--- src/sv/swa_pkg.sv ---
package swa_pkg;

   // sizing of the window store and the sample path
   localparam int MAX_WINDOW  = 32;
   localparam int SAMPLE_BITS = 16;
   localparam int FRAC_BITS   = 8;
   localparam int AVG_BITS    = 24;
   localparam int CFG_BITS    = 6;

   // derived widths
   localparam int PTR_BITS  = $clog2(MAX_WINDOW);
   localparam int CNT_BITS  = $clog2(MAX_WINDOW + 1);
   localparam int SUM_BITS  = SAMPLE_BITS + PTR_BITS;
   localparam int DIV_BITS  = SUM_BITS + FRAC_BITS;
   localparam int STEP_BITS = $clog2(DIV_BITS + 1);

   // request queue between front and back
   localparam int QDEPTH     = 2;
   localparam int QPTR_BITS  = (QDEPTH > 1) ? $clog2(QDEPTH) : 1;
   localparam int QCNT_BITS  = $clog2(QDEPTH + 1);

   // one division job: window sum, sample count and end-of-array flag
   typedef struct packed {
      logic signed [SUM_BITS-1:0] sum;
      logic        [CNT_BITS-1:0] count;
      logic                       last;
   } job_type;

endpackage

--- src/sv/sliding_window_average_top.sv ---
// Moving average over arrays of signed 16-bit samples. Each request carries one
// sample and an end-of-array flag; once the configured window is full, every
// request yields the window mean as signed fixed point with 8 fraction bits,
// truncated toward zero, and an array shorter than the window yields the mean
// of all its samples on its final request. The front end reads the window
// store in the cycle it accepts a request and updates the sum in the busy
// state after it; it takes no new request before that update is done. Each
// result passes through a radix-2 restoring divider of 29 steps, framed by a
// load state and an unload state; a two-entry job queue lets the front end
// keep taking requests while the divider works. A write to the window length
// register restarts the array in progress.
module sliding_window_average_top (
   input  logic                                   clock,
   input  logic                                   reset,
   input  logic                                   req_push,
   output logic                                   req_full,
   input  logic signed [swa_pkg::SAMPLE_BITS-1:0] req_sample,
   input  logic                                   req_last,
   output logic                                   rsp_empty,
   input  logic                                   rsp_pop,
   output logic signed [swa_pkg::AVG_BITS-1:0]    rsp_average,
   output logic                                   rsp_last_result,
   input  logic                                   csr_we,
   input  logic [swa_pkg::CFG_BITS-1:0]           csr_wdata
);

   swa_pkg::job_type job;
   swa_pkg::job_type head;
   logic             job_push;
   logic             q_full;
   logic             q_empty;
   logic             q_pop;

   // window tracking and classification
   swa_front u_front (
      .clock      (clock),
      .reset      (reset),
      .req_push   (req_push),
      .req_full   (req_full),
      .req_sample (req_sample),
      .req_last   (req_last),
      .csr_we     (csr_we),
      .csr_wdata  (csr_wdata),
      .job        (job),
      .job_push   (job_push),
      .q_full     (q_full)
   );

   // job queue
   swa_queue u_queue (
      .clock    (clock),
      .reset    (reset),
      .push     (job_push),
      .push_job (job),
      .pop      (q_pop),
      .head     (head),
      .full     (q_full),
      .empty    (q_empty)
   );

   // mean by iterative division
   swa_divider u_divider (
      .clock           (clock),
      .reset           (reset),
      .head            (head),
      .q_empty         (q_empty),
      .q_pop           (q_pop),
      .rsp_average     (rsp_average),
      .rsp_last_result (rsp_last_result),
      .rsp_empty       (rsp_empty),
      .rsp_pop         (rsp_pop)
   );

endmodule

--- src/sv/swa_ram.sv ---
module swa_ram #(
   parameter int WIDTH = 16,
   parameter int DEPTH = 32,
   parameter int ADDR_BITS = (DEPTH > 1) ? $clog2(DEPTH) : 1
) (
   input  logic                 clock,
   input  logic                 wr_en,
   input  logic [ADDR_BITS-1:0] wr_addr,
   input  logic [WIDTH-1:0]     wr_data,
   input  logic [ADDR_BITS-1:0] rd_addr,
   output logic [WIDTH-1:0]     rd_data
);

   logic [WIDTH-1:0] mem_ff [DEPTH];

   // single write port, registered read port
   always_ff @(posedge clock) begin
      if (wr_en) begin
         mem_ff[wr_addr] <= wr_data;
      end
      rd_data <= mem_ff[rd_addr];
   end

endmodule

--- src/sv/swa_front.sv ---
module swa_front (
   input  logic                                   clock,
   input  logic                                   reset,
   input  logic                                   req_push,
   output logic                                   req_full,
   input  logic signed [swa_pkg::SAMPLE_BITS-1:0] req_sample,
   input  logic                                   req_last,
   input  logic                                   csr_we,
   input  logic [swa_pkg::CFG_BITS-1:0]           csr_wdata,
   output swa_pkg::job_type                       job,
   output logic                                   job_push,
   input  logic                                   q_full
);

   typedef enum logic {
      S_IDLE,
      S_BUSY
   } state_type;

   state_type                              state_ff, state_in;
   logic        [swa_pkg::CFG_BITS-1:0]    wlen_ff, wlen_in;
   logic signed [swa_pkg::SUM_BITS-1:0]    sum_ff, sum_in;
   logic        [swa_pkg::CNT_BITS-1:0]    fill_ff, fill_in;
   logic        [swa_pkg::PTR_BITS-1:0]    wp_ff, wp_in;
   logic signed [swa_pkg::SAMPLE_BITS-1:0] sample_ff, sample_in;
   logic                                   last_ff, last_in;

   logic        [swa_pkg::CNT_BITS-1:0]    k;
   logic        [swa_pkg::PTR_BITS:0]      oldest_sum;
   logic        [swa_pkg::PTR_BITS-1:0]    oldest;
   logic        [swa_pkg::PTR_BITS-1:0]    wp_next;
   logic        [swa_pkg::SAMPLE_BITS-1:0] rd_data;
   logic signed [swa_pkg::SUM_BITS-1:0]    sub_ext;
   logic signed [swa_pkg::SUM_BITS-1:0]    sum_next;
   logic        [swa_pkg::CNT_BITS-1:0]    fill_next;
   logic                                   accept;

   // effective window: zero means one, large values saturate
   always_comb begin
      if (wlen_ff == '0) begin
         k = swa_pkg::CNT_BITS'(1);
      end else if (32'(wlen_ff) > swa_pkg::MAX_WINDOW) begin
         k = swa_pkg::CNT_BITS'(swa_pkg::MAX_WINDOW);
      end else begin
         k = swa_pkg::CNT_BITS'(wlen_ff);
      end
   end

   // ring slot of the sample that leaves the window
   always_comb begin
      oldest_sum = {1'b0, wp_ff} + (swa_pkg::PTR_BITS + 1)'(swa_pkg::MAX_WINDOW)
                   - (swa_pkg::PTR_BITS + 1)'(k);
      if (32'(oldest_sum) >= swa_pkg::MAX_WINDOW) begin
         oldest = swa_pkg::PTR_BITS'(32'(oldest_sum) - swa_pkg::MAX_WINDOW);
      end else begin
         oldest = swa_pkg::PTR_BITS'(oldest_sum);
      end
      if (32'(wp_ff) == swa_pkg::MAX_WINDOW - 1) begin
         wp_next = '0;
      end else begin
         wp_next = wp_ff + 1'b1;
      end
   end

   // window store, read in the accept cycle, written in the busy state that follows
   swa_ram #(
      .WIDTH (swa_pkg::SAMPLE_BITS),
      .DEPTH (swa_pkg::MAX_WINDOW)
   ) u_store (
      .clock   (clock),
      .wr_en   (state_ff == S_BUSY),
      .wr_addr (wp_ff),
      .wr_data (sample_ff),
      .rd_addr (oldest),
      .rd_data (rd_data)
   );

   // window update and result classification
   always_comb begin
      sub_ext   = (fill_ff >= k) ? swa_pkg::SUM_BITS'($signed(rd_data)) : '0;
      sum_next  = sum_ff - sub_ext + swa_pkg::SUM_BITS'(sample_ff);
      fill_next = (fill_ff < k) ? fill_ff + 1'b1 : fill_ff;
      job_push  = (state_ff == S_BUSY) && ((fill_next >= k) || last_ff);
      job.sum   = sum_next;
      job.count = fill_next;
      job.last  = last_ff;
   end

   assign req_full = (state_ff != S_IDLE) || q_full;
   assign accept   = req_push && !req_full;

   // next state and array state
   always_comb begin
      state_in  = state_ff;
      wlen_in   = wlen_ff;
      sum_in    = sum_ff;
      fill_in   = fill_ff;
      wp_in     = wp_ff;
      sample_in = sample_ff;
      last_in   = last_ff;
      unique case (state_ff)
         S_IDLE: begin
            if (accept) begin
               sample_in = req_sample;
               last_in   = req_last;
               state_in  = S_BUSY;
            end
         end
         S_BUSY: begin
            state_in = S_IDLE;
            if (last_ff) begin
               sum_in  = '0;
               fill_in = '0;
               wp_in   = '0;
            end else begin
               sum_in  = sum_next;
               fill_in = fill_next;
               wp_in   = wp_next;
            end
         end
         default: state_in = S_IDLE;
      endcase
      // register write restarts the array
      if (csr_we) begin
         wlen_in = csr_wdata;
         sum_in  = '0;
         fill_in = '0;
         wp_in   = '0;
      end
   end

   always_ff @(posedge clock) begin
      if (reset) begin
         state_ff <= S_IDLE;
         wlen_ff  <= swa_pkg::CFG_BITS'(1);
         sum_ff   <= '0;
         fill_ff  <= '0;
         wp_ff    <= '0;
      end else begin
         state_ff <= state_in;
         wlen_ff  <= wlen_in;
         sum_ff   <= sum_in;
         fill_ff  <= fill_in;
         wp_ff    <= wp_in;
      end
      sample_ff <= sample_in;
      last_ff   <= last_in;
   end

   // a job always finds room, since room was checked at accept
   a_push_room: assert property (@(posedge clock) disable iff (reset)
      job_push |-> !q_full)
      else $error("job pushed into a full queue");

   // a job never carries a zero divisor nor a count above MAX_WINDOW
   a_job_count: assert property (@(posedge clock) disable iff (reset)
      job_push |-> (job.count != '0) && (32'(job.count) <= swa_pkg::MAX_WINDOW))
      else $error("job count out of range");

   // the fill count never passes the window
   a_fill_bound: assert property (@(posedge clock) disable iff (reset)
      (state_ff == S_BUSY) |-> (fill_ff <= k))
      else $error("fill count beyond window");

endmodule

--- src/sv/swa_queue.sv ---
module swa_queue (
   input  logic             clock,
   input  logic             reset,
   input  logic             push,
   input  swa_pkg::job_type push_job,
   input  logic             pop,
   output swa_pkg::job_type head,
   output logic             full,
   output logic             empty
);

   swa_pkg::job_type                 slot_ff [swa_pkg::QDEPTH];
   logic [swa_pkg::QPTR_BITS-1:0]    wr_ff, wr_in;
   logic [swa_pkg::QPTR_BITS-1:0]    rd_ff, rd_in;
   logic [swa_pkg::QCNT_BITS-1:0]    cnt_ff, cnt_in;

   assign full  = (32'(cnt_ff) == swa_pkg::QDEPTH);
   assign empty = (cnt_ff == '0);
   assign head  = slot_ff[rd_ff];

   // pointer and count update
   always_comb begin
      wr_in  = wr_ff;
      rd_in  = rd_ff;
      cnt_in = cnt_ff;
      if (push) begin
         wr_in = (32'(wr_ff) == swa_pkg::QDEPTH - 1) ? '0 : wr_ff + 1'b1;
      end
      if (pop) begin
         rd_in = (32'(rd_ff) == swa_pkg::QDEPTH - 1) ? '0 : rd_ff + 1'b1;
      end
      if (push && !pop) begin
         cnt_in = cnt_ff + 1'b1;
      end else if (pop && !push) begin
         cnt_in = cnt_ff - 1'b1;
      end
   end

   always_ff @(posedge clock) begin
      if (reset) begin
         wr_ff  <= '0;
         rd_ff  <= '0;
         cnt_ff <= '0;
      end else begin
         wr_ff  <= wr_in;
         rd_ff  <= rd_in;
         cnt_ff <= cnt_in;
      end
      if (push) begin
         slot_ff[wr_ff] <= push_job;
      end
   end

   // the back side only takes a job that is there
   a_pop_valid: assert property (@(posedge clock) disable iff (reset)
      pop |-> !empty)
      else $error("pop from an empty queue");

endmodule

--- src/sv/swa_divider.sv ---
module swa_divider (
   input  logic                                clock,
   input  logic                                reset,
   input  swa_pkg::job_type                    head,
   input  logic                                q_empty,
   output logic                                q_pop,
   output logic signed [swa_pkg::AVG_BITS-1:0] rsp_average,
   output logic                                rsp_last_result,
   output logic                                rsp_empty,
   input  logic                                rsp_pop
);

   typedef enum logic [1:0] {
      S_IDLE,
      S_RUN,
      S_DONE
   } state_type;

   state_type                     state_ff, state_in;
   logic [swa_pkg::DIV_BITS-1:0]  dvd_ff, dvd_in;
   logic [swa_pkg::CNT_BITS-1:0]  rem_ff, rem_in;
   logic [swa_pkg::CNT_BITS-1:0]  dsr_ff, dsr_in;
   logic [swa_pkg::STEP_BITS-1:0] step_ff, step_in;
   logic                          neg_ff, neg_in;
   logic                          jlast_ff, jlast_in;
   logic                          out_valid_ff, out_valid_in;
   logic signed [swa_pkg::AVG_BITS-1:0] avg_ff, avg_in;
   logic                          olast_ff, olast_in;

   logic [swa_pkg::SUM_BITS-1:0]  mag;
   logic [swa_pkg::CNT_BITS:0]    rem_shift;
   logic                          fits;
   logic [swa_pkg::DIV_BITS-1:0]  q_signed;
   logic                          load_out;

   // magnitude of the window sum
   assign mag = head.sum[swa_pkg::SUM_BITS-1] ? swa_pkg::SUM_BITS'(-head.sum)
                                              : swa_pkg::SUM_BITS'(head.sum);

   // one restoring division step
   always_comb begin
      rem_shift = {rem_ff, dvd_ff[swa_pkg::DIV_BITS-1]};
      fits      = (rem_shift >= {1'b0, dsr_ff});
      q_signed  = neg_ff ? -dvd_ff : dvd_ff;
   end

   assign q_pop    = (state_ff == S_IDLE) && !q_empty;
   assign load_out = (state_ff == S_DONE) && (!out_valid_ff || rsp_pop);

   // sequencer
   always_comb begin
      state_in = state_ff;
      dvd_in   = dvd_ff;
      rem_in   = rem_ff;
      dsr_in   = dsr_ff;
      step_in  = step_ff;
      neg_in   = neg_ff;
      jlast_in = jlast_ff;
      unique case (state_ff)
         S_IDLE: begin
            if (!q_empty) begin
               dvd_in   = swa_pkg::DIV_BITS'(mag) << swa_pkg::FRAC_BITS;
               rem_in   = '0;
               dsr_in   = head.count;
               neg_in   = head.sum[swa_pkg::SUM_BITS-1];
               jlast_in = head.last;
               step_in  = swa_pkg::STEP_BITS'(swa_pkg::DIV_BITS);
               state_in = S_RUN;
            end
         end
         S_RUN: begin
            rem_in  = fits ? swa_pkg::CNT_BITS'(rem_shift - {1'b0, dsr_ff})
                           : swa_pkg::CNT_BITS'(rem_shift);
            dvd_in  = {dvd_ff[swa_pkg::DIV_BITS-2:0], fits};
            step_in = step_ff - 1'b1;
            if (step_ff == swa_pkg::STEP_BITS'(1)) begin
               state_in = S_DONE;
            end
         end
         S_DONE: begin
            if (load_out) begin
               state_in = S_IDLE;
            end
         end
         default: state_in = S_IDLE;
      endcase
   end

   // result register
   always_comb begin
      avg_in       = avg_ff;
      olast_in     = olast_ff;
      out_valid_in = out_valid_ff;
      if (rsp_pop) begin
         out_valid_in = 1'b0;
      end
      if (load_out) begin
         avg_in       = swa_pkg::AVG_BITS'(q_signed);
         olast_in     = jlast_ff;
         out_valid_in = 1'b1;
      end
   end

   always_ff @(posedge clock) begin
      if (reset) begin
         state_ff     <= S_IDLE;
         out_valid_ff <= 1'b0;
      end else begin
         state_ff     <= state_in;
         out_valid_ff <= out_valid_in;
      end
      dvd_ff   <= dvd_in;
      rem_ff   <= rem_in;
      dsr_ff   <= dsr_in;
      step_ff  <= step_in;
      neg_ff   <= neg_in;
      jlast_ff <= jlast_in;
      avg_ff   <= avg_in;
      olast_ff <= olast_in;
   end

   assign rsp_average     = avg_ff;
   assign rsp_last_result = olast_ff;
   assign rsp_empty       = !out_valid_ff;

   // the divisor is never zero while iterating
   a_dsr_nonzero: assert property (@(posedge clock) disable iff (reset)
      (state_ff == S_RUN) |-> (dsr_ff != '0))
      else $error("division by zero count");

   // a finished quotient waits while the result register is taken
   a_done_holds: assert property (@(posedge clock) disable iff (reset)
      (state_ff == S_DONE && out_valid_ff && !rsp_pop) |=>
         (state_ff == S_DONE) && $stable(dvd_ff))
      else $error("quotient lost while result register busy");

endmodule
--- config.mk ---
export PLATFORM = sky130hd
export DESIGN_NAME = sliding_window_average_top
export DESIGN_NICKNAME = d
export VERILOG_FILES = /design/src/sv/swa_pkg.sv /design/src/sv/sliding_window_average_top.sv /design/src/sv/swa_ram.sv /design/src/sv/swa_front.sv /design/src/sv/swa_queue.sv /design/src/sv/swa_divider.sv
export SDC_FILE = /design/constraint.sdc
export NUM_CORES = 1
export LEC_CHECK = 0
export ABC_CLOCK_PERIOD_IN_PS = 11000
export BUFFER_PORTS_ARGS = -buffer_cell sky130_fd_sc_hd__buf_2
export CAP_MARGIN = 20
export CORE_MARGIN = 5
export CORE_UTILIZATION = 41
export CTS_CLUSTER_SIZE = 14
export DETAILED_ROUTE_END_ITERATION = 7
export GPL_TIMING_DRIVEN = 0
export HOLD_SLACK_MARGIN = 0.15
export MAX_ROUTING_LAYER = met4
export PLACE_DENSITY = 0.54
export SLEW_MARGIN = 20
export SYNTH_ARGS = -nofsm -noshare
export SYNTH_HDL_FRONTEND = slang
export SYNTH_HIERARCHICAL = 1
export SYNTH_SLANG_ARGS = --single-unit
--- constraint.sdc ---
create_clock -name clock -period 11 [get_ports clock]
set_clock_uncertainty 0.05 [all_clocks]
set_input_delay 0 -clock clock [delete_from_list [all_inputs] [get_ports clock]]
set_output_delay 0 -clock clock [all_outputs]
set_load 0.01 [all_outputs]
=== After elaboration in Yosys (flattened, before gate mapping) ===
Memory sizes are Yosys's and may differ from the RTL's. A register that Yosys moved wholly into a read port is not among the register bits.
Cells that the tools add are included.

* Bits in registers: 136
* Memory bits (writable): 568
* Memories kept: 2

{| class="wikitable"
|+ Memory list
! name !! words !! bits a word !! read ports !! clocked after memory_dff !! wr ports !! line !! RTL
|-
| u_front.u_store.mem_ff || 32 || 16 || 1 || 1 || 1 || swa_ram.sv:14 || <nowiki>logic [WIDTH-1:0] mem_ff [DEPTH];</nowiki>
|-
| u_queue.slot_ff || 2 || 28 || 1 || 1 || 1 || swa_queue.sv:12 || <nowiki>swa_pkg::job_type slot_ff [swa_pkg::QDEPTH];</nowiki>
|}

* Magnitude comparators: 6
* Equal/unequal tests: 8
* Add/sub/neg operators: 15
* Reductions and logical operators: 25
* Bitwise operators: 2
* Multiplexer cells: 36

{| class="wikitable"
|+ Operators by type and width
! cell !! count
|-
| 21-bit 2-to-1 mux || 3
|-
| 29-bit one-hot mux with 2 select lines || 1
|-
| 6-bit 2-to-1 mux || 6
|-
| 29-bit 2-to-1 mux || 1
|-
| 24-bit 2-to-1 mux || 1
|-
| 24-bit negation || 1
|-
| 21-bit by 16-bit adder with 21-bit output || 1
|-
| 21-bit negation || 1
|-
| 21-bit subtractor || 1
|-
| 5-bit 2-to-1 mux || 4
|-
| 6-bit >= comparator || 2
|-
| 6-bit one-hot mux with 2 select lines || 1
|-
| 6-bit subtractor || 2
|-
| 1-bit 2-to-1 mux || 11
|-
| 2-bit 2-to-1 mux || 5
|-
| 5-bit one-hot mux with 2 select lines || 1
|-
| 5-bit by 1-bit subtractor with 5-bit output (second input constant) || 2
|-
| 7-bit by 6-bit >= comparator with 1-bit output || 1
|-
| 5-bit by 6-bit adder with 6-bit output (second input constant) || 1
|-
| 6-bit by 1-bit adder with 6-bit output (second input constant) || 1
|-
| 6-bit >= comparator (second input constant) || 1
|-
| 6-bit > comparator (second input constant) || 1
|-
| 1-bit logical AND || 6
|-
| 6-bit zero test || 1
|-
| 21 further kinds || 36
|}

=== Logic depth before layout (Yosys ltp) ===
Gate-level depths: netlist of the first run.

* Depth after elaboration: 12
* Gate-level depth with buffers: 20
* Gate-level depth less buffers: 20

=== Hierarchy ===
The synthesis of the first run kept the hierarchy.

{| class="wikitable"
|+ By module, submodules not included
! module !! area each (um2) !! sequential area each (um2) !! cells an instance !! instances
|-
| swa_ram || 20535.9 || 15695.1 || 1143 || 1
|-
| swa_front || 4489.3 || 1291.2 || 522 || 1
|-
| swa_divider || 3958.8 || 2252.2 || 342 || 1
|-
| swa_queue || 2232.1 || 1781.7 || 109 || 1
|}

=== Least setup slack after synthesis of the first run ===
Ideal clock, no wire load.

* Kind: flip-flop to flip-flop
* Start: register u_front/wlen_ff[1] (netlist bit)
* End: memory u_queue/slot_ff[0][0] (netlist bit), enable pin
* Setup slack: 6640 ps
* Buffers on the path: 0
* Cell stages (with the launch flop): 16
* Required time: 10534 ps
* Data arrival time: 3894 ps
* Clock period less this slack: 4360 ps
* Library setup time: 416 ps
* Cells stage by stage: dfxtp_1 -> nor4_1 -> nor2_1 -> nor2_1 -> ha_1 -> inv_1 -> a21oi_1 -> o21a_1 -> mux2_2 -> ha_1 -> a21o_1 -> a21oi_1 -> nor2b_1 -> o21ai_0 -> a21oi_1 -> nor2b_1

{| class="wikitable"
|+ RTL lines
! what !! line !! RTL
|-
| from (decl) || swa_front.sv:21 || <nowiki>logic [swa_pkg::CFG_BITS-1:0] wlen_ff, wlen_in;</nowiki>
|-
| from (signal assigned) || swa_front.sv:135 || <nowiki>wlen_ff <= swa_pkg::CFG_BITS'(1);</nowiki>
|-
| from (signal assigned) || swa_front.sv:141 || <nowiki>wlen_ff <= wlen_in;</nowiki>
|-
| to (decl) || swa_queue.sv:12 ||
|}

==> results of run 1 <==
## sequential cells by signal, summed over array words and instances (netlist names), 2 cells and up, named ones only
| name | flops |
|---|---|
| u_divider/dsr_ff | 6 |
| u_divider/dvd_ff | 29 |
| u_divider/rem_ff | 6 |
| u_divider/rsp_average | 24 |
| u_divider/state_ff | 2 |
| u_divider/step_ff | 5 |
| u_front/fill_ff | 6 |
| u_front/sample_ff | 16 |
| u_front/sum_ff | 21 |
| u_front/u_store/mem_ff | 512 |
| u_front/u_store/rd_data | 16 |
| u_front/wlen_ff | 6 |
| u_front/wp_ff | 5 |
| u_queue/cnt_ff | 2 |
| u_queue/slot_ff | 56 |
## through the flow
stage	area, sq um	worst slack [ns]
global route	36820	5.359
global placement	32710	5.275
floorplan	31220	6.640
detailed placement	33540	5.712
CTS	36820	5.716
finish	36830	5.773
## placed cells by master, fill, tap and decap left out, drive strengths merged, types with 25 or more instances in the layout
master and count:
mux2i 266, and2 32, clkbuf 131, o21ai 55, xor2 26, mux2 30
nand2 90, nand3 42, dfxtp 63, dlygate4sd3 60, inv 114, a22oi 65
edfxtp 658, ha 52, clkinv 31, a21oi 77, buf 170, xnor2 42
nor3 25, a22o 35, nor2 105
## critical path: stages (launching register included)
cell      delay, ns
dfxtp_1        0.36
nor4_1         0.28
nor2_1         0.07
nor2_1         0.35
ha_1           0.18
nand2b_1       0.09
a21oi_1        0.09
o21ai_0        0.61
clkbuf_1       0.31
and2_1         0.44
fa_1           0.49
inv_1          0.08
ha_1           0.29
a21o_1         0.22
a21o_1         0.18
a221o_1        0.35
or3_1          0.37
and2_1         0.18
## layout make-up
| cell class | instances | area, sq um |
|---|---|---|
| timing repair buffer | 166 | 1590 |
| antenna | 1 | 2.502 |
| clock inverter | 48 | 561.8 |
| inverter | 111 | 416.7 |
| buffer | 97 | 700.7 |
| multi-input combinational | 1187 | 9188 |
| fill | 6405 | 38870 |
| sequential | 721 | 21020 |
| clock buffer | 98 | 2122 |
| tap | 978 | 1224 |
## cells in the mapped netlist (3+ instances only)
library cell  count
nand4_1          22
a2bb2oi_1         6
buf_6            11
nand2_1          90
buf_2            21
o21ai_1           3
xor2_1           26
buf_4            20
nor4_1            6
a32o_1            5
mux2_2           30
fa_1             22
buf_8             6
and3_1            6
xnor2_1          42
a211oi_1          6
o21ai_0          51
nand3b_1         12
a22oi_1          65
a31oi_1          18
and2_1           32
inv_1           111
ha_1             52
clkbuf_1         32
a21o_1           16
o31ai_1          18
a21oi_1          77
dfxtp_1          63
or4_1             3
mux2i_1         266
nand2b_1         21
o41ai_1           7
or3b_2            4
nor2_1          104
or3_1            12
buf_12            5
edfxtp_1        658
or2_2             8
o21a_1            4
nor3_1           25
nand3_1          42
a22o_1           35
nor2b_1          16
## kinds of logic (layout without fill, tap and decap cells)
group | Yosys count | in the layout | share of synthesized area, %
DFF | 721 | 721 | 67.34
and+or+nand+nor | 416 | 416 | 6.714
AOI/OAI and AO/OA | 333 | 333 | 7.355
muxes | 296 | 296 | 9.612
buffers and inverters | 208 | 520 | 3.579
adders and majority gates | 74 | 74 | 3.495
xor gates and xnor gates | 68 | 68 | 1.908
other | 0 | 1 | 0
## worst max-delay path by stage
| stage | slack, ns | endpoint |
|---|---|---|
| 4_1_cts | 5.72 | u_queue/slot_ff[0][26]$_DFFE_PP_ |
| 2_1_floorplan | 6.64 | u_queue/slot_ff[0][0]$_DFFE_PP_ |
| 5_1_grt | 5.36 | u_queue/slot_ff[0][26]$_DFFE_PP_ |
| 3_5_place_dp | 5.71 | u_queue/slot_ff[0][26]$_DFFE_PP_ |
| 6_report | 5.77 | u_queue/slot_ff[0][26]$_DFFE_PP_ |
| 3_3_place_gp | 5.27 | u_queue/slot_ff[0][24]$_DFFE_PP_ |
## power groups by stage
stage	Sequential, mW	Combinational [mW]	Clock (mW)
floorplan	3.53	1.28	0
global placement	3.64	1.72	0
detailed placement	3.57	1.88	0
CTS	3.51	1.91	2.76
global route	3.53	2.08	2.88
finish	3.51	1.89	2.70
## routing by layer
metal	part of all wire, %	vias up	wire [microns]	GRT usage, %
li1	-	8502	-	-
met1	42	9036	32110	23.38
met2	52	420	39780	33.77
met3	4.1	119	3150	2.598
met4	2.7	0	2116	5.405
met5	0	-	0	-
==> flow_summary.yaml, run 1 <==
run_status:
  status: "completed"
min_path:
  min_from: "reset"
  hold_depth: 3
  min_path_type: "primary input to register"
  hold_end: "u_queue/rd_ff$_SDFFE_PP0P_"
sta:
  fmax_mhz: 191.3
  max-slew-margin-rel_pct: 34.46
  rsz0062_at_grt: "false"
  tightest_slew_ns: 0.9832
  fin_crit_ns: 5.227
  maxSlewViolCount: 0
  finalSetupTns_ns: 0
  finalHoldViolCount: 0
  setup_viol: 0
  holdWs_ns: 0.2157
  min_period_over_period_pct: 47.52
worst_setup_path:
  r2r-end: "u_queue/slot_ff[0][26]$_DFFE_PP_"
  crit_fanout: 10
  reg2reg_depth: 17
  crit_arrival_ns: 5.55
  cp.required_ns: 11.32
  worstSetupStartpoint: "u_front/wlen_ff[2]$_SDFFE_PP0P_"
  reg2reg_from: "u_front/wlen_ff[2]$_SDFFE_PP0P_"
  path_class: "register to register"
  ff2ff_setup_slack_ns: 5.77
  setup.worst_path.start_class: "register"
  setup.worst_path.end_class: "register"
placement:
  port_buffers: 53
  gp_congestion: 0.8352
  dpl.cell_count: 3200
  dp_hpwl_microns: 55060
power:
  ir_drop_v: 0.0001477
  p_total_mw: 8.100
  p_per_area_nw_per_um2: 219.9
  combinationalPowerShare_pct: 23.3
  switchingPower_mw: 2.384
  seqPwrFrac_pct: 43.3
  leakagePower_nw: 13.89
  intPower_mw: 5.716
  p_clk_share_pct: 33.4
  swShare_pct: 29.43
die:
  rows: 101
  die-area_sq_um: 81760
  io_pins: 55
  core_sq_um: 75700
  start_util_pct: 41.24
  die_h_microns: 285.9
  die_x_microns: 285.9
synth:
  syn_area_sq_um: 31220
  synth_ff_type: "edfxtp_1"
  syn-instance-count: 2116
  synth.avg_cell_area_sq_um: 14.75
  synth_edf_count: 658
  ys.warnings.count: 6
  ys_seq_area_share_pct: 67.34
  syn_nets: 2218
  synth_top_area_share_pct: 63.30
  synth_cell_types: 75
  ys_top_cells_by_area: "edfxtp_1, mux2i_1, dfxtp_1"
  async_reset_ff_share_pct: 0
  yosys.area.top_type: "edfxtp_1"
  synth_seq_cells: 721
grt:
  grt_max_degree: 41
  antenna_found_initial: 1
  grt_usage_pct: 19.21
  grt_pass1_vias: 18230
  grt_overflow: 0
  grt_pass1_wl_microns: 115000
layout:
  finish.net_count: 2464
  drive_gt1_share_pct: 15.82
  synthToLayoutAreaGrowth_pct: 17.97
  fin_cells: 3407
  fin_util_pct: 48.65
clock_network:
  cts_sinks: 721
  cts_buffers: 78
  cts_resized: 0
  root_buffer: "clkbuf_16"
  clockBufferDepth: 3
  clk_pin_slew_ns: 0.06
  postCtsHoldBufs: 60
  postCtsSetupBuffers: 0
  insertion_delay_ns: 0.63
  cts_tree: "built"
  htree_levels: 3
routing:
  drc: 0
  first_pass_iters: 5
  drtIter0Drc: 1235
  postRouteAntennaNets: 0
  num_vias: 18080
  vias_per_cell: 5.306
  wl_microns: 77150
  wire_per_inst_microns: 22.65
flow_run:
  drv_cap: 0
Power figures use the tool's default switching activity.
==> run 2: changes to the inputs <==
--- a/config.mk
+++ b/config.mk
@@ -5,7 +5,8 @@
 export SDC_FILE = /design/constraint.sdc
 export NUM_CORES = 1
 export LEC_CHECK = 0
-export ABC_CLOCK_PERIOD_IN_PS = 11000
+export ABC_AREA = 1
+export ABC_CLOCK_PERIOD_IN_PS = 4750
 export BUFFER_PORTS_ARGS = -buffer_cell sky130_fd_sc_hd__buf_2
 export CAP_MARGIN = 20
 export CORE_MARGIN = 5
@@ -15,7 +16,7 @@
 export GPL_TIMING_DRIVEN = 0
 export HOLD_SLACK_MARGIN = 0.15
 export MAX_ROUTING_LAYER = met4
-export PLACE_DENSITY = 0.54
+export PLACE_DENSITY = 0.56
 export SLEW_MARGIN = 20
 export SYNTH_ARGS = -nofsm -noshare
 export SYNTH_HDL_FRONTEND = slang
==> constraint.sdc (replaced) <==
create_clock -name clock -period 4.75 [get_ports clock]
set_clock_uncertainty 0.05 [all_clocks]
set_input_delay 0 -clock clock [delete_from_list [all_inputs] [get_ports clock]]
set_output_delay 0 -clock clock [all_outputs]
set_load 0.01 [all_outputs]
==> flow_summary.yaml, run 2 <==
grt:
  grt_pass1_vias: 21950
  grt_overflow: 0
  grt_usage_pct: 21.34
  grt_max_degree: 32
  grt_pass1_wl_microns: 135300
  antenna_found_initial: 0
layout:
  synthToLayoutAreaGrowth_pct: 17.73
  regMostFlops: "u_front/u_store/mem_ff"
  drive_gt1_share_pct: 12.97
  final_cell_mix: "nand2_1, edfxtp_1, nand3_1"
  largest_reg_flops: 512
  layout_commonest_cell: "nand2_1"
  finish.net_count: 3499
  finalInstanceArea_sq_um: 38670
  top_regs: "u_front/u_store/mem_ff (512), u_queue/slot_ff (56), u_divider/dvd_ff (29)"
  fin_cells: 4511
  n_antenna_cell: 0
clock_network:
  cts_buffers: 79
  postCtsSetupBuffers: 0
  htree_levels: 3
  cts_tree: "built"
  clockBufferDepth: 3
  cts_sinks: 721
  root_buffer: "clkbuf_16"
  insertion_delay_ns: 0.63
  clk_pin_slew_ns: 0.06
power:
  switchingPower_mw: 6.775
  combinationalPowerShare_pct: 29.5
  intPower_mw: 13.23
  p_per_area_nw_per_um2: 517.5
  seqPwrFrac_pct: 40.6
  p_clk_share_pct: 29.9
  swShare_pct: 33.86
  leakagePower_nw: 15.34
  ir_drop_v: 0.0002625
worst_setup_path:
  reg2reg_depth: 18
  ff2ff_setup_slack_ns: 0.52
  crit_fanout: 8
  r2r-end: "u_queue/slot_ff[1][27]$_DFFE_PP_"
  reg2reg_from: "u_front/wlen_ff[2]$_SDFFE_PP0P_"
  path_class: "register to register"
  worstSetupStartpoint: "u_front/wlen_ff[2]$_SDFFE_PP0P_"
  setup.worst_path.start_class: "register"
  cp.required_ns: 5.06
  crit_arrival_ns: 4.54
  setup.worst_path.end_class: "register"
  cp-endpoint: "u_queue/slot_ff[1][27]$_DFFE_PP_"
synth:
  ys.warnings.count: 6
  synth_ff_type: "edfxtp_1"
  synth_top_area_share_pct: 60.16
  syn_nets: 3237
  synth_most_common_cell: "nand2_1"
  synth_seq_cells: 721
  syn_area_sq_um: 32840
  ys_top_cells_by_area: "edfxtp_1, nand2_1, nand3_1"
  synth_cell_types: 43
  ys_seq_area_share_pct: 64.00
  synth_common_cells: "nand2_1, edfxtp_1, nand3_1, inv_1, nor2_1"
  syn-instance-count: 3135
  synth.avg_cell_area_sq_um: 10.48
  synth_edf_count: 658
  async_reset_ff_share_pct: 0
  yosys.area.top_type: "edfxtp_1"
routing:
  num_vias: 22960
  drtIter0Drc: 1886
  postRouteAntennaNets: 0
  wire_per_inst_microns: 19.94
  first_pass_iters: 5
  wl_microns: 89970
  drc: 0
  vias_per_cell: 5.090
die:
  core_sq_um: 79260
  rows: 103
  die_x_microns: 293.0
  start_util_pct: 41.44
  die_h_microns: 293.0
  io_pins: 55
  die-area_sq_um: 85860
placement:
  gp_congestion: 0.8806
  dp_hpwl_microns: 64850
  place_area_sq_um: 35480
  dpl.cell_count: 4300
  port_buffers: 54
sta:
  min_period_over_period_pct: 89.03
  setup_viol: 0
  tightest_slew_ns: 1.035
  fin_crit_ns: 4.229
  finalSetupTns_ns: 0
  fmax_mhz: 236.5
  finalHoldViolCount: 0
  maxSlewViolCount: 0
  rsz0062_at_grt: "false"
  max-slew-margin-rel_pct: 31.00
flow_run:
  drv_cap: 0
run_status:
  status: "completed"
min_path:
  min_path_type: "primary input to register"
## run 2: cell count changes in the layout (fill, tap and decap cells not counted), moves of 19 or more
cell | previous run | this run
nand2_1 | 90 | 1040
a22o_1 | 35 | 0
inv_1 | 111 | 252
nand3_1 | 42 | 483
xnor2_1 | 42 | 10
a22oi_1 | 65 | 0
nor2_1 | 71 | 113
nand2b_1 | 21 | 0
o21ai_0 | 51 | 26
mux2_2 | 30 | 8
mux2i_1 | 266 | 0
and2_1 | 31 | 12
buf_2 | 74 | 98
mux2_4 | 0 | 20
## run 2: logic make-up (layout without fill, tap and decap cells)
logic type,after synthesis,after routing,share of synthesized area (%)
flops,721,721,64.00
buf+inv,396,722,5.829
xor+xnor,44,44,1.173
fa+ha+maj,74,74,3.322
compound gates,119,119,1.924
simple gates,1753,1753,22.56
mux,28,28,1.189
## run 2: power groups by stage
stage | sequential (mW) | clock, mW | combinational, mW
CTS | 8.12 | 6.11 | 5.93
detailed placement | 8.25 | 0 | 5.86
global placement | 8.49 | 0 | 5.42
global route | 8.16 | 6.41 | 6.61
finish | 8.12 | 5.98 | 5.91
floorplan | 8.21 | 0 | 3.88
## run 2: per-layer routing
metal	track usage (%)	routed length, microns
met1	28.94	39710
met2	34.35	42590
met3	3.190	5576
met4	4.999	2097
met5	-	0
## run 2: final cells by class
type	count	area (sq um)
fill	7204	40590
sequential	721	21020
multi-input combinational	2018	10020
clock buffer	96	2103
timing repair buffer	181	1873
tap	1050	1314
inverter	263	992.2
buffer	133	922.1
clock inverter	49	424.2
## run 2: worst min-delay path by stage
stage,startpoint,cells past startpoint,endpoint,slack (ns)
2_1_floorplan,reset,1,u_divider/out_valid_ff$_SDFFE_PP0P_,0.02
3_3_place_gp,req_sample[6],1,u_front/sample_ff[6]$_DFFE_PP_,0.13
3_5_place_dp,req_sample[11],1,u_front/sample_ff[11]$_DFFE_PP_,0.13
4_1_cts,reset,3,u_divider/state_ff[1]$_SDFFE_PP0P_,0.19
5_1_grt,reset,3,u_divider/state_ff[1]$_SDFFE_PP0P_,0.23
6_report,reset,3,u_divider/state_ff[0]$_SDFFE_PP0P_,0.22
## run 2: through the flow
stage	setup WS, ns	util [%]	hold slack (ns)	power, mW
after detailed placement	0.2827	44.76	0.1282	14.12
after global routing	0.09208	48.79	0.2306	21.18
after CTS	0.2390	48.79	0.1882	20.16
final	0.5212	48.79	0.2233	20.01
after global placement	-0.7437	43.44	0.1263	13.91
after floorplan	0.6965	-	0.01907	12.09
## run 2: worst max-delay path, stage by stage, from the launching register on
cell and delay [ns]:
dfxtp_1 0.34, nor3_1 0.18, nand2_1 0.09, o21ai_1 0.42, ha_1 0.33, nand3_1 0.10
nand3_2 0.17, nand2_1 0.13, inv_1 0.17, fa_1 0.53, inv_1 0.04, ha_1 0.37
a21oi_1 0.28, a21oi_1 0.10, nor2_1 0.18, nand2_1 0.08, nor2_1 0.09, nand2_1 0.07
and2_2 0.22
## run 2: timing repair
item / in CTS / in global routing
endpoints found under the hold margin: 69 / 0
hold buffers: 66 / 0
gates resized for setup: 0 / 1
endpoints found under the setup margin: 0 / 30
==> run 3: changes to the inputs <==
--- a/config.mk
+++ b/config.mk
@@ -17,6 +17,7 @@
 export HOLD_SLACK_MARGIN = 0.15
 export MAX_ROUTING_LAYER = met4
 export PLACE_DENSITY = 0.56
+export RECOVER_POWER = 50
 export SLEW_MARGIN = 20
 export SYNTH_ARGS = -nofsm -noshare
 export SYNTH_HDL_FRONTEND = slang
==> flow_summary.yaml, run 3 (same netlist as run 2, synthesis figures left out) <==
die:
  die_h_microns: 293.0
  core_sq_um: 79260
  die_x_microns: 293.0
  rows: 103
  io_pins: 55
  start_util_pct: 41.44
  die-area_sq_um: 85860
placement:
  gp_congestion: 0.8806
  dp_hpwl_microns: 64850
  dpl.cell_count: 4300
  place_area_sq_um: 35480
  port_buffers: 54
min_path:
  hold_end: "u_divider/state_ff[0]$_SDFFE_PP0P_"
  min_path_type: "primary input to register"
  hold_depth: 3
  min_from: "reset"
sta:
  maxSlewViolCount: 0
  finalHoldViolCount: 0
  setup_viol: 0
  finalSetupTns_ns: 0
  holdWs_ns: 0.2219
  min_period_over_period_pct: 91.95
  rsz0062_at_grt: "false"
  fmax_mhz: 229.0
  tightest_slew_ns: 1.135
  max-slew-margin-rel_pct: 24.35
  fin_crit_ns: 4.368
power:
  switchingPower_mw: 6.731
  p_per_area_nw_per_um2: 519.8
  p_clk_share_pct: 30.2
  seqPwrFrac_pct: 40.9
  leakagePower_nw: 14.99
  intPower_mw: 13.08
  ir_drop_v: 0.0002626
  combinationalPowerShare_pct: 28.9
  swShare_pct: 33.97
worst_setup_path:
  critPathSlowestCell: "clkbuf_1"
  reg2reg_from: "u_front/sample_ff[11]$_DFFE_PP_"
  setup.worst_path.start_class: "register"
  cp.required_ns: 5.06
  setup.worst_path.end_class: "register"
  cp_common_cell: "nand2_1"
  ff2ff_setup_slack_ns: 0.38
  path_class: "register to register"
  crit_path_max_incr_delay_ns: 0.70
  reg2reg_depth: 15
  crit_fanout: 13
  worstPathCellList: "clkbuf_1 > clkbuf_1 > inv_1 > fa_1 > inv_1 > ha_1 > nand2_1 > inv_1 > a21oi_1 > nand2_1 > nand2_1 > nand2_1 > nor2_1 > nand2_1 > and2_2"
  crit_arrival_ns: 4.67
  r2r-end: "u_queue/slot_ff[1][27]$_DFFE_PP_"
routing:
  num_vias: 22910
  wl_microns: 89770
  postRouteAntennaNets: 0
  drtIter0Drc: 1936
  vias_per_cell: 5.079
  drc: 0
  first_pass_iters: 5
  wire_per_inst_microns: 19.90
flow_run:
  drv_cap: 0
clock_network:
  clockBufferDepth: 3
  htree_levels: 3
  cts_buffers: 79
  cts_tree: "built"
  cts_sinks: 721
  root_buffer: "clkbuf_16"
  insertion_delay_ns: 0.63
  clk_pin_slew_ns: 0.06
layout:
  finalInstanceArea_sq_um: 38120
  n_fill_cell: 7294
  top_regs: "u_front/u_store/mem_ff (512), u_queue/slot_ff (56), u_divider/dvd_ff (29)"
  largest_reg_flops: 512
  drive_gt1_share_pct: 10.49
  n_antenna_cell: 0
  layout_commonest_cell: "nand2_1"
  fin_cells: 4511
  synthToLayoutAreaGrowth_pct: 16.08
  finish.net_count: 3499
  regMostFlops: "u_front/u_store/mem_ff"
  final_cell_mix: "nand2_1, edfxtp_1, nand3_1"
grt:
  grt_pass1_vias: 21950
  antenna_found_initial: 0
  grt_pass1_wl_microns: 135300
  grt_max_degree: 32
  grt_usage_pct: 21.34
  grt_overflow: 0
run_status:
  status: "completed"
-- run 3: how the worst max path moves through the flow --
| stage | startpoint | end | slack (ns) | cells past startpoint |
|---|---|---|---|---|
| after floorplan | u_front/wlen_ff[2]$_SDFFE_PP0P_ | u_queue/slot_ff[0][0]$_DFFE_PP_ | 0.70 | 22 |
| after global placement | u_front/wlen_ff[2]$_SDFFE_PP0P_ | u_queue/slot_ff[0][21]$_DFFE_PP_ | -0.74 | 20 |
| after detailed placement | u_front/wlen_ff[2]$_SDFFE_PP0P_ | u_queue/slot_ff[1][27]$_DFFE_PP_ | 0.28 | 18 |
| after CTS | u_front/wlen_ff[2]$_SDFFE_PP0P_ | u_queue/slot_ff[1][27]$_DFFE_PP_ | 0.24 | 18 |
| after global routing | u_front/sample_ff[11]$_DFFE_PP_ | u_queue/slot_ff[1][27]$_DFFE_PP_ | 0.07 | 15 |
| final | u_front/sample_ff[11]$_DFFE_PP_ | u_queue/slot_ff[1][27]$_DFFE_PP_ | 0.38 | 15 |
-- run 3: what timing repair did --
item,in CTS,in global routing
setup buffers,0,0
endpoints found under the setup margin,0,30
resized for setup,0,1
hold buffers,66,0
hold endpoints to repair,69,0
-- run 3: power by group through the flow --
stage          sequential, mW  clock [mW]  combinational, mW
2_1_floorplan            8.21           0               3.88
3_3_place_gp             8.49           0               5.42
3_5_place_dp             8.25           0               5.86
4_1_cts                  8.12        6.11               5.93
5_1_grt                  8.16        6.41               6.43
6_report                 8.11        5.98               5.73
-- run 3: per-stage QoR --
stage	util (%)	power [mW]	setup WS, ns
floorplan	-	12.09	0.6965
global placement	43.44	13.91	-0.7437
detailed placement	44.76	14.12	0.2827
CTS	48.79	20.16	0.2390
global route	48.10	20.99	0.06802
finish	48.10	19.82	0.3823
-- run 3: critical path, delay by kind of cell, from the launching register on --
kind                       cells  cell delay, ns
AOI/OAI and AO/OA              1            0.18
adders and majority gates      2            0.92
buffers and inverters          5            1.58
DFF                            1            0.59
and+or+nand+nor                7            0.73
-- run 3: area by class of cell --
type	instances	area [sq um]	area share (%)
Buffer	133	885.9	2.324
Timing Repair Buffer	181	1420	3.725
Multi-Input combinational cell	2018	9962	26.13
Sequential cell	721	21020	55.14
Inverter	263	992.2	2.603
Clock buffer	96	2103	5.517
Tap cell	1050	1314	3.446
Clock inverter	49	424.2	1.113
-- run 3: per-layer routing --
| layer | track usage [%] | share of wire, % | up-vias |
|---|---|---|---|
| met4 | 4.999 | 2.4 | 0 |
| li1 | - | - | 11080 |
| met2 | 34.35 | 47 | 701 |
| met3 | 3.190 | 6.6 | 125 |
| met1 | 28.94 | 44 | 11010 |
| met5 | - | 0 | - |
